<file path="config.mk">
export PLATFORM = sky130hd
export DESIGN_NAME = substring_first_match_search
export DESIGN_NICKNAME = d
export VERILOG_FILES = /design/src/rtl/sfm_pkg.sv /design/src/rtl/sfm_front.sv /design/src/rtl/sfm_queue.sv /design/src/rtl/sfm_back.sv /design/src/rtl/substring_first_match_search.sv
export VERILOG_INCLUDE_DIRS = /design/src /design/src/rtl
export SDC_FILE = /design/constraint.sdc
export NUM_CORES = 1
export LEC_CHECK = 0
export BUFFER_PORTS_ARGS = -buffer_cell sky130_fd_sc_hd__clkbuf_2
export CORE_MARGIN = 8
export CORE_UTILIZATION = 30
export DETAILED_ROUTE_END_ITERATION = 16
export PLACE_DENSITY_LB_ADDON = 0.1
export SYNTH_ARGS = -nofsm -noshare
export SYNTH_HDL_FRONTEND = slang
export SYNTH_SLANG_ARGS = --single-unit
</file>
<file path="constraint.sdc">
create_clock -name clock -period 8.35 [get_ports clock]
set_clock_uncertainty 0.1 [all_clocks]
set_input_delay 1.67 -clock clock [delete_from_list [all_inputs] [get_ports clock]]
set_output_delay 1.67 -clock clock [all_outputs]
set_load 0.005 [all_outputs]
</file>
<file path="src/rtl/assert_macros.svh">
// ---------------------------------------------------------------------------
// Assertion macros
// Shared assertion forms for the substring search block. The clock and
// reset of the enclosing module are named clock and reset.
// ---------------------------------------------------------------------------
`ifndef ASSERT_MACROS_SVH
`define ASSERT_MACROS_SVH

// A property that must hold at every clock edge outside reset.
`define SFM_ASSERT(label, prop, msg) \
   label: assert property (@(posedge clock) disable iff (reset) (prop)) \
      else $error(msg);

// A condition in one cycle that implies another in the next cycle.
`define SFM_ASSERT_NEXT(label, cond, nxt, msg) \
   label: assert property (@(posedge clock) disable iff (reset) (cond) |=> (nxt)) \
      else $error(msg);

`endif

</file>
<file path="src/rtl/sfm_pkg.sv">
// ---------------------------------------------------------------------------
// Substring search package
// Sizes, register indexes and shared types of the substring search block.
// ---------------------------------------------------------------------------
package sfm_pkg;

   localparam int PATTERN_MAX    = 16;
   localparam int POSITION_BITS  = 16;
   localparam int WINDOW         = PATTERN_MAX;
   localparam int LEN_BITS       = 5;
   localparam int WIN_IDX_BITS   = 4;
   localparam int BYTE_BITS      = 8;
   localparam int CSR_INDEX_BITS = 4;
   localparam int CSR_DATA_BITS  = 64;
   localparam int QUEUE_DEPTH    = 4;
   localparam int QUEUE_PTR_BITS = 2;
   localparam int QUEUE_CNT_BITS = 3;

   localparam logic [CSR_INDEX_BITS-1:0] CSR_PATTERN_LOW  = 4'd0;
   localparam logic [CSR_INDEX_BITS-1:0] CSR_PATTERN_HIGH = 4'd1;
   localparam logic [CSR_INDEX_BITS-1:0] CSR_PATTERN_LEN  = 4'd2;
   localparam logic [CSR_INDEX_BITS-1:0] CSR_START_OFFSET = 4'd3;

   typedef struct packed {
      logic                     found;
      logic [POSITION_BITS-1:0] match_position;
   } result_type;

   typedef struct packed {
      logic full;
      logic empty;
   } queue_status_type;

endpackage

</file>
<file path="src/rtl/sfm_front.sv">
// ---------------------------------------------------------------------------
// Substring search front end
// Holds the configuration, the window of recent text bytes, the position
// counter and the done flag, and turns each accepted byte into a result
// word when it completes a match or ends a text without one.
// ---------------------------------------------------------------------------
`include "assert_macros.svh"

module sfm_front (
   input  logic                                  clock,
   input  logic                                  reset,
   input  logic                                  csr_valid,
   output logic                                  csr_ready,
   input  logic [sfm_pkg::CSR_INDEX_BITS-1:0]    csr_index,
   input  logic [sfm_pkg::CSR_DATA_BITS-1:0]     csr_data,
   input  logic                                  req_tvalid,
   output logic                                  req_tready,
   input  logic [sfm_pkg::BYTE_BITS-1:0]         req_tdata,
   input  logic [0:0]                            req_tuser,
   input  logic                                  req_tlast,
   input  sfm_pkg::queue_status_type             queue_status,
   output logic                                  push_valid,
   output sfm_pkg::result_type                   push_data
);

   logic [sfm_pkg::CSR_DATA_BITS-1:0]       pat_low_ff;
   logic [sfm_pkg::CSR_DATA_BITS-1:0]       pat_high_ff;
   logic [sfm_pkg::LEN_BITS-1:0]            len_ff;
   logic [sfm_pkg::POSITION_BITS-1:0]       offset_ff;
   logic [sfm_pkg::BYTE_BITS-1:0]           window_ff [sfm_pkg::WINDOW];
   logic [sfm_pkg::BYTE_BITS-1:0]           window_in [sfm_pkg::WINDOW];
   logic [sfm_pkg::POSITION_BITS:0]         pos_ff;
   logic [sfm_pkg::POSITION_BITS:0]         pos_in;
   logic                                    done_ff;
   logic                                    done_in;

   logic                                    accept;
   logic [sfm_pkg::POSITION_BITS:0]         pos_cur;
   logic [sfm_pkg::POSITION_BITS:0]         pos_plus;
   logic [sfm_pkg::POSITION_BITS:0]         len_ext;
   logic [sfm_pkg::POSITION_BITS:0]         start_full;
   logic                                    done_cur;
   logic                                    len_ok;
   logic                                    in_range;
   logic                                    enough;
   logic                                    start_ok;
   logic                                    hit;
   logic                                    done_hit;
   logic [sfm_pkg::LEN_BITS-1:0]            len_m1;
   logic [sfm_pkg::BYTE_BITS*sfm_pkg::PATTERN_MAX-1:0] pattern;
   logic [sfm_pkg::WIN_IDX_BITS-1:0]        tap_idx [sfm_pkg::PATTERN_MAX];
   logic [sfm_pkg::LEN_BITS-1:0]            tap_full [sfm_pkg::PATTERN_MAX];
   logic [sfm_pkg::PATTERN_MAX-1:0]         byte_eq;

   assign csr_ready  = 1'b1;
   assign req_tready = !queue_status.full;
   assign accept     = req_tvalid && req_tready;
   assign pattern    = {pat_high_ff, pat_low_ff};
   assign len_m1     = len_ff - sfm_pkg::LEN_BITS'(1);

   always_comb begin
      window_in[0] = req_tdata;
      for (int i = 1; i < sfm_pkg::WINDOW; i++) begin
         window_in[i] = window_ff[i-1];
      end
   end

   for (genvar k = 0; k < sfm_pkg::PATTERN_MAX; k++) begin : g_cmp
      assign tap_full[k] = len_m1 - sfm_pkg::LEN_BITS'(k);
      assign tap_idx[k]  = tap_full[k][sfm_pkg::WIN_IDX_BITS-1:0];
      assign byte_eq[k]  = (sfm_pkg::LEN_BITS'(k) >= len_ff)
                        || (window_in[tap_idx[k]] == pattern[sfm_pkg::BYTE_BITS*k +: 8]);
   end

   always_comb begin
      pos_cur    = req_tuser[0] ? '0 : pos_ff;
      done_cur   = req_tuser[0] ? 1'b0 : done_ff;
      pos_plus   = pos_cur + (sfm_pkg::POSITION_BITS+1)'(1);
      len_ext    = (sfm_pkg::POSITION_BITS+1)'(len_ff);
      start_full = pos_plus - len_ext;
      len_ok     = (len_ff != '0) && (len_ff <= sfm_pkg::LEN_BITS'(sfm_pkg::PATTERN_MAX));
      in_range   = !pos_cur[sfm_pkg::POSITION_BITS];
      enough     = pos_plus >= len_ext;
      start_ok   = start_full[sfm_pkg::POSITION_BITS-1:0] >= offset_ff;
      hit        = !done_cur && len_ok && in_range && enough && start_ok && (&byte_eq);
      done_hit   = done_cur || hit;
      done_in    = done_hit || req_tlast;
      pos_in     = in_range ? pos_plus : pos_cur;
      push_valid = accept && (hit || (req_tlast && !done_hit));
      push_data.found          = hit;
      push_data.match_position = hit ? start_full[sfm_pkg::POSITION_BITS-1:0] : '0;
   end

   always_ff @(posedge clock) begin
      if (reset) begin
         pat_low_ff  <= '0;
         pat_high_ff <= '0;
         len_ff      <= '0;
         offset_ff   <= '0;
      end else if (csr_valid && csr_ready) begin
         unique case (csr_index)
            sfm_pkg::CSR_PATTERN_LOW:  pat_low_ff  <= csr_data;
            sfm_pkg::CSR_PATTERN_HIGH: pat_high_ff <= csr_data;
            sfm_pkg::CSR_PATTERN_LEN:  len_ff      <= csr_data[sfm_pkg::LEN_BITS-1:0];
            sfm_pkg::CSR_START_OFFSET: offset_ff   <= csr_data[sfm_pkg::POSITION_BITS-1:0];
            default: begin
            end
         endcase
      end
   end

   always_ff @(posedge clock) begin
      if (reset) begin
         pos_ff  <= '0;
         done_ff <= 1'b0;
      end else if (accept) begin
         pos_ff  <= pos_in;
         done_ff <= done_in;
      end
   end

   always_ff @(posedge clock) begin
      if (accept) begin
         for (int i = 0; i < sfm_pkg::WINDOW; i++) begin
            window_ff[i] <= window_in[i];
         end
      end
   end

   `SFM_ASSERT_NEXT(a_hit_sets_done, push_valid && push_data.found, done_ff, "match did not close the search")
   `SFM_ASSERT(a_pos_saturates, !pos_ff[sfm_pkg::POSITION_BITS] || (pos_ff[sfm_pkg::POSITION_BITS-1:0] == '0), "position counter ran past its limit")

endmodule

</file>
<file path="src/rtl/sfm_queue.sv">
// ---------------------------------------------------------------------------
// Substring search result queue
// A short first-in first-out store of result words between the front end
// and the output stage.
// ---------------------------------------------------------------------------
`include "assert_macros.svh"

module sfm_queue (
   input  logic                      clock,
   input  logic                      reset,
   input  logic                      push_valid,
   input  sfm_pkg::result_type       push_data,
   input  logic                      pop,
   output sfm_pkg::result_type       head,
   output sfm_pkg::queue_status_type status
);

   sfm_pkg::result_type                   mem_ff [sfm_pkg::QUEUE_DEPTH];
   logic [sfm_pkg::QUEUE_PTR_BITS-1:0]    wr_ptr_ff;
   logic [sfm_pkg::QUEUE_PTR_BITS-1:0]    wr_ptr_in;
   logic [sfm_pkg::QUEUE_PTR_BITS-1:0]    rd_ptr_ff;
   logic [sfm_pkg::QUEUE_PTR_BITS-1:0]    rd_ptr_in;
   logic [sfm_pkg::QUEUE_CNT_BITS-1:0]    count_ff;
   logic [sfm_pkg::QUEUE_CNT_BITS-1:0]    count_in;

   assign status.full  = (count_ff == sfm_pkg::QUEUE_CNT_BITS'(sfm_pkg::QUEUE_DEPTH));
   assign status.empty = (count_ff == '0);
   assign head         = mem_ff[rd_ptr_ff];

   always_comb begin
      wr_ptr_in = push_valid ? wr_ptr_ff + sfm_pkg::QUEUE_PTR_BITS'(1) : wr_ptr_ff;
      rd_ptr_in = pop ? rd_ptr_ff + sfm_pkg::QUEUE_PTR_BITS'(1) : rd_ptr_ff;
      count_in  = count_ff + sfm_pkg::QUEUE_CNT_BITS'(push_valid)
                - sfm_pkg::QUEUE_CNT_BITS'(pop);
   end

   always_ff @(posedge clock) begin
      if (reset) begin
         wr_ptr_ff <= '0;
         rd_ptr_ff <= '0;
         count_ff  <= '0;
      end else begin
         wr_ptr_ff <= wr_ptr_in;
         rd_ptr_ff <= rd_ptr_in;
         count_ff  <= count_in;
      end
   end

   always_ff @(posedge clock) begin
      if (push_valid) begin
         mem_ff[wr_ptr_ff] <= push_data;
      end
   end

   `SFM_ASSERT(a_no_overflow, !(push_valid && status.full), "word pushed into a full queue")
   `SFM_ASSERT(a_no_underflow, !(pop && status.empty), "word popped from an empty queue")
   `SFM_ASSERT(a_count_bound, count_ff <= sfm_pkg::QUEUE_CNT_BITS'(sfm_pkg::QUEUE_DEPTH), "queue count out of range")

endmodule

</file>
<file path="src/rtl/sfm_back.sv">
// ---------------------------------------------------------------------------
// Substring search output stage
// Takes result words from the queue into an output register and presents
// them on the result channel.
// ---------------------------------------------------------------------------
`include "assert_macros.svh"

module sfm_back (
   input  logic                                clock,
   input  logic                                reset,
   input  sfm_pkg::result_type                 head,
   input  sfm_pkg::queue_status_type           queue_status,
   output logic                                pop,
   output logic                                rsp_tvalid,
   input  logic                                rsp_tready,
   output logic [sfm_pkg::POSITION_BITS-1:0]   rsp_tdata,
   output logic [0:0]                          rsp_tuser
);

   logic                  valid_ff;
   logic                  valid_in;
   sfm_pkg::result_type   data_ff;

   assign pop        = !queue_status.empty && (!valid_ff || rsp_tready);
   assign valid_in   = pop || (valid_ff && !rsp_tready);
   assign rsp_tvalid = valid_ff;
   assign rsp_tdata  = data_ff.match_position;
   assign rsp_tuser  = data_ff.found;

   always_ff @(posedge clock) begin
      if (reset) begin
         valid_ff <= 1'b0;
      end else begin
         valid_ff <= valid_in;
      end
   end

   always_ff @(posedge clock) begin
      if (pop) begin
         data_ff <= head;
      end
   end

   `SFM_ASSERT_NEXT(a_pop_loads, pop, valid_ff, "popped word not presented")

endmodule

</file>
<file path="src/rtl/substring_first_match_search.sv">
// A result word passes through the queue and then the output register before it shows on rsp.
// Throughput: one text byte per cycle while the queue has room; the match check is combinational.
// Byte acceptance stalls only while the four-word result queue is full.
// Reset (synchronous, active high) clears configuration, position, done flag and queue.
// After reset bytes count from position 0 as if a text had begun.
// ---------------------------------------------------------------------------
// Substring first-match search
// Streams text bytes and reports the first position at or after a start
// offset where a configured pattern of up to sixteen bytes occurs, or that none does.
// ---------------------------------------------------------------------------
module substring_first_match_search (
   input  logic                                clock,
   input  logic                                reset,
   input  logic                                csr_valid,
   output logic                                csr_ready,
   input  logic [sfm_pkg::CSR_INDEX_BITS-1:0]  csr_index,
   input  logic [sfm_pkg::CSR_DATA_BITS-1:0]   csr_data,
   input  logic                                req_tvalid,
   output logic                                req_tready,
   input  logic [sfm_pkg::BYTE_BITS-1:0]       req_tdata,   // text_byte
   input  logic [0:0]                          req_tuser,   // first_byte
   input  logic                                req_tlast,
   output logic                                rsp_tvalid,
   input  logic                                rsp_tready,
   output logic [sfm_pkg::POSITION_BITS-1:0]   rsp_tdata,   // match_position
   output logic [0:0]                          rsp_tuser    // found
);

   logic                        push_valid;
   sfm_pkg::result_type         push_data;
   logic                        pop;
   sfm_pkg::result_type         head;
   sfm_pkg::queue_status_type   queue_status;

   sfm_front u_front (
      .clock        (clock),
      .reset        (reset),
      .csr_valid    (csr_valid),
      .csr_ready    (csr_ready),
      .csr_index    (csr_index),
      .csr_data     (csr_data),
      .req_tvalid   (req_tvalid),
      .req_tready   (req_tready),
      .req_tdata    (req_tdata),
      .req_tuser    (req_tuser),
      .req_tlast    (req_tlast),
      .queue_status (queue_status),
      .push_valid   (push_valid),
      .push_data    (push_data)
   );

   sfm_queue u_queue (
      .clock      (clock),
      .reset      (reset),
      .push_valid (push_valid),
      .push_data  (push_data),
      .pop        (pop),
      .head       (head),
      .status     (queue_status)
   );

   sfm_back u_back (
      .clock        (clock),
      .reset        (reset),
      .head         (head),
      .queue_status (queue_status),
      .pop          (pop),
      .rsp_tvalid   (rsp_tvalid),
      .rsp_tready   (rsp_tready),
      .rsp_tdata    (rsp_tdata),
      .rsp_tuser    (rsp_tuser)
   );

endmodule
</file>
==> results.json <==
{
  "numPortBuffers": 101,
  "rsz0062_at_grt": "false",
  "start_kind": "register",
  "power-per-cell-area_nw_per_um2": 229,
  "synth.area.top_cells": "edfxtp_1 (26%), dfxtp_1 (15%), mux4_2 (13%), mux2i_1 (7.6%), nand2_1 (6.2%)",
  "tightestPinTransition_ns": 1.14,
  "synth_edf_count": 205,
  "setup_viol": 0,
  "hpwl_mm": 61.0,
  "grt_use_met3_pct": 2.47,
  "critical_path.max_fanout": 25,
  "cp_data_arrival_time_ns": 7.36,
  "slew_headroom_pct": 23.1,
  "numClockSinks": 380,
  "layout-drive-gt1-share_pct": 17.7,
  "drt-initial-drc-count": 1283,
  "ys_types": 80,
  "busiest_layer": "met2",
  "cts_root_buf": "clkbuf_16",
  "clock_latency_ns": 0.58,
  "async_reset_ff_share_pct": 0,
  "drtPass1Iterations": 5,
  "p_leak_uw": 0.00923,
  "yosysTopAreaCell": "edfxtp_1",
  "first_global_vias": 17600,
  "die_h_microns": 295,
  "grt_max_degree": 95,
  "grt_remaining_overflow": 0,
  "antenna_found_initial": 2,
  "synth_most_common_cell": "nand2_1",
  "hp-class": "register to register",
  "fin_ws_ns": 1.32,
  "drt-total-wl_mm": 81.7,
  "wl_per_cell_microns": 24.4,
  "dieArea_sq_um": 87000,
  "regToRegSetupSlack_ns": 1.32,
  "cts_tree": "yes",
  "clk_pin_slew_worst_paths_ns": 0.06,
  "syn_nets": 2354,
  "yosysTopAreaCellShare_pct": 26.4,
  "numCtsBuffers": 46,
  "ant_nets": 0,
  "grt_pass1_wl_mm": 120,
  "drc_errors": 0,
  "hold_viol": 0,
  "clock_tree.buffer_depth": 3,
  "coreArea_sq_um": 77200,
  "max_freq_mhz": 142,
  "maxCapViolCount": 0,
  "grt_use_met1_pct": 24.7,
  "synth_seq_cells": 380,
  "met2_usage_pct": 30.5,
  "cp.required_ns": 8.68,
  "ios": 103,
  "synth-seq-area-share_pct": 41.4,
  "place_ws_ns": 0.900,
  "cts-hold-fix-buffers": 0,
  "setup.worst_path.end_class": "register",
  "post-cts-setup-buffers": 0,
  "drv_slew": 0,
  "cts_resized": 0,
  "synthTopCellsByCount": "nand2_1 (387), a21oi_1 (231), edfxtp_1 (205)",
  "avgSynthCellArea_sq_um": 10.5,
  "synthFlopType": "edfxtp_1",
  "n_fill_cell": 7756,
  "period_minus_slack_ns": 7.03,
  "area_growth_pct": 12.8,
  "peakVddDrop_uv": 236,
  "status": "completed",
  "place.gp.congestion": 0.872,
  "die_x_microns": 295,
  "fin_util_pct": 34.1,
  "power_uw": 6030,
  "vias_per_cell": 5.34,
  "gr-usage-all-layers_pct": 18.3,
  "start_util_pct": 30.3,
  "antennaDiodeCount": 0,
  "routed-via-count": 17900,
  "finalHoldWorstSlack_ns": 0.358,
  "netlist_area_sq_um": 23400,
  "crit_type": "register to register",
  "tns_ns": 0,
  "row_count": 102,
  "synth-warning-count": 0,
  "netlist_instances": 2233,
  "min_period_over_period_pct": 84.1,
  "htreeDepth": 2,
  "nets": 2394
}
[critical path: stages (launching register included)]
cell and delay, ns:
dfxtp_4 0.34, inv_2 0.04, buf_4 0.35, ha_1 0.47, xor2_4 0.47, inv_2 0.19
buf_4 0.28, ha_1 0.23, inv_1 0.05, a21boi_1 0.09, o31ai_1 0.89, a21boi_0 0.29
o21ai_0 0.24, nand4b_1 0.12, nor4_1 0.48, or4b_1 0.52, o31ai_2 0.22, and4b_2 0.44
nand2_4 0.16, a21oi_1 0.17, ha_1 0.20, fa_1 0.39, nor2b_1 0.13
[report_power, final]
group          total [uW]  switching [uW]  internal [uW]
sequential           2440             184           2250
clock                1990             831           1160
combinational        1600             943            658
[area by class of cell]
type                    count  area (sq um)  area share [%]
clock buffers              58          1250            4.75
clock inverters            25           240           0.912
inverters                  47           179           0.679
multi-input cells        1657         12900            48.9
flip-flops and latches    380          9660            36.7
well taps                1040          1300            4.94
repair buffers            141           812            3.08
[registers in the layout, summed over array words and instances (netlist names)]
signal and count:
u_front.window_ff 120, u_queue.mem_ff 68, u_front.pat_high_ff 64, u_front.pat_low_ff 64
u_front.pos_ff 17, u_back.rsp_tdata 16, u_front.offset_ff 16, u_front.len_ff 5
u_queue.count_ff 3, u_queue.rd_ptr_ff 2, u_queue.wr_ptr_ff 2, u_back.rsp_tuser 1
u_back.rsp_tvalid 1, u_front.done_ff 1
[routing by layer]
metal | share of wire (%) | up-vias | wire length, microns
met2 | 48 | 480 | 38800
met1 | 45 | 9017 | 36600
met5 | 0 | - | 0
met3 | 4.5 | 89 | 3670
met4 | 3.2 | 0 | 2610
li1 | - | 8296 | -
[cells in the final DEF, fill, tap and decap left out, drive strengths merged, types with 35 or more instances in the layout]
cell type  synthesis  layout
mux4             138     138
o21ai             54      54
xnor2             82      82
nor2              82      82
xor2              71      71
mux2i            177     177
edfxtp           205     205
ha                36      36
nand2            389     389
nor2b             35      35
dfxtp            175     175
buf               61      41
clkbuf            88     158
inv               46      48
a21oi            232     232
[final timing paths]
path,startpoint,end,depth (start not counted)
min reg2reg,u_front.offset_ff[4],u_front.offset_ff[4],2
max reg2reg,u_front.len_ff[0],u_queue.count_ff[1],22
min,u_front.offset_ff[4],u_front.offset_ff[4],2
max,u_front.len_ff[0],u_queue.count_ff[1],22
[stage by stage]
step / instances / instance area, sq um
final: 3348 / 26300
after detailed placement: 3265 / 24800
after CTS: 3348 / 26300
after global routing: 3348 / 26300
after global placement: 3265 / 24800
after floorplan: 2233 / 23400
[cells by family (layout without fill, tap and decap cells)]
| kind of cell | Yosys count | count (layout) | share of synthesized area (%) |
|---|---|---|---|
| AND/OR/NAND/NOR | 705 | 705 | 13.8 |
| other | 1 | 1 | 0.0161 |
| adder cells (fa/ha/maj) | 39 | 39 | 2.15 |
| AO/OA/AOI/OAI | 415 | 415 | 10.5 |
| flip-flops | 380 | 380 | 41.4 |
| XOR/XNOR | 155 | 155 | 6.27 |
| multiplexers | 342 | 342 | 22.3 |
| buffers and inverters | 196 | 271 | 3.63 |
Power figures use the tool's default switching activity.
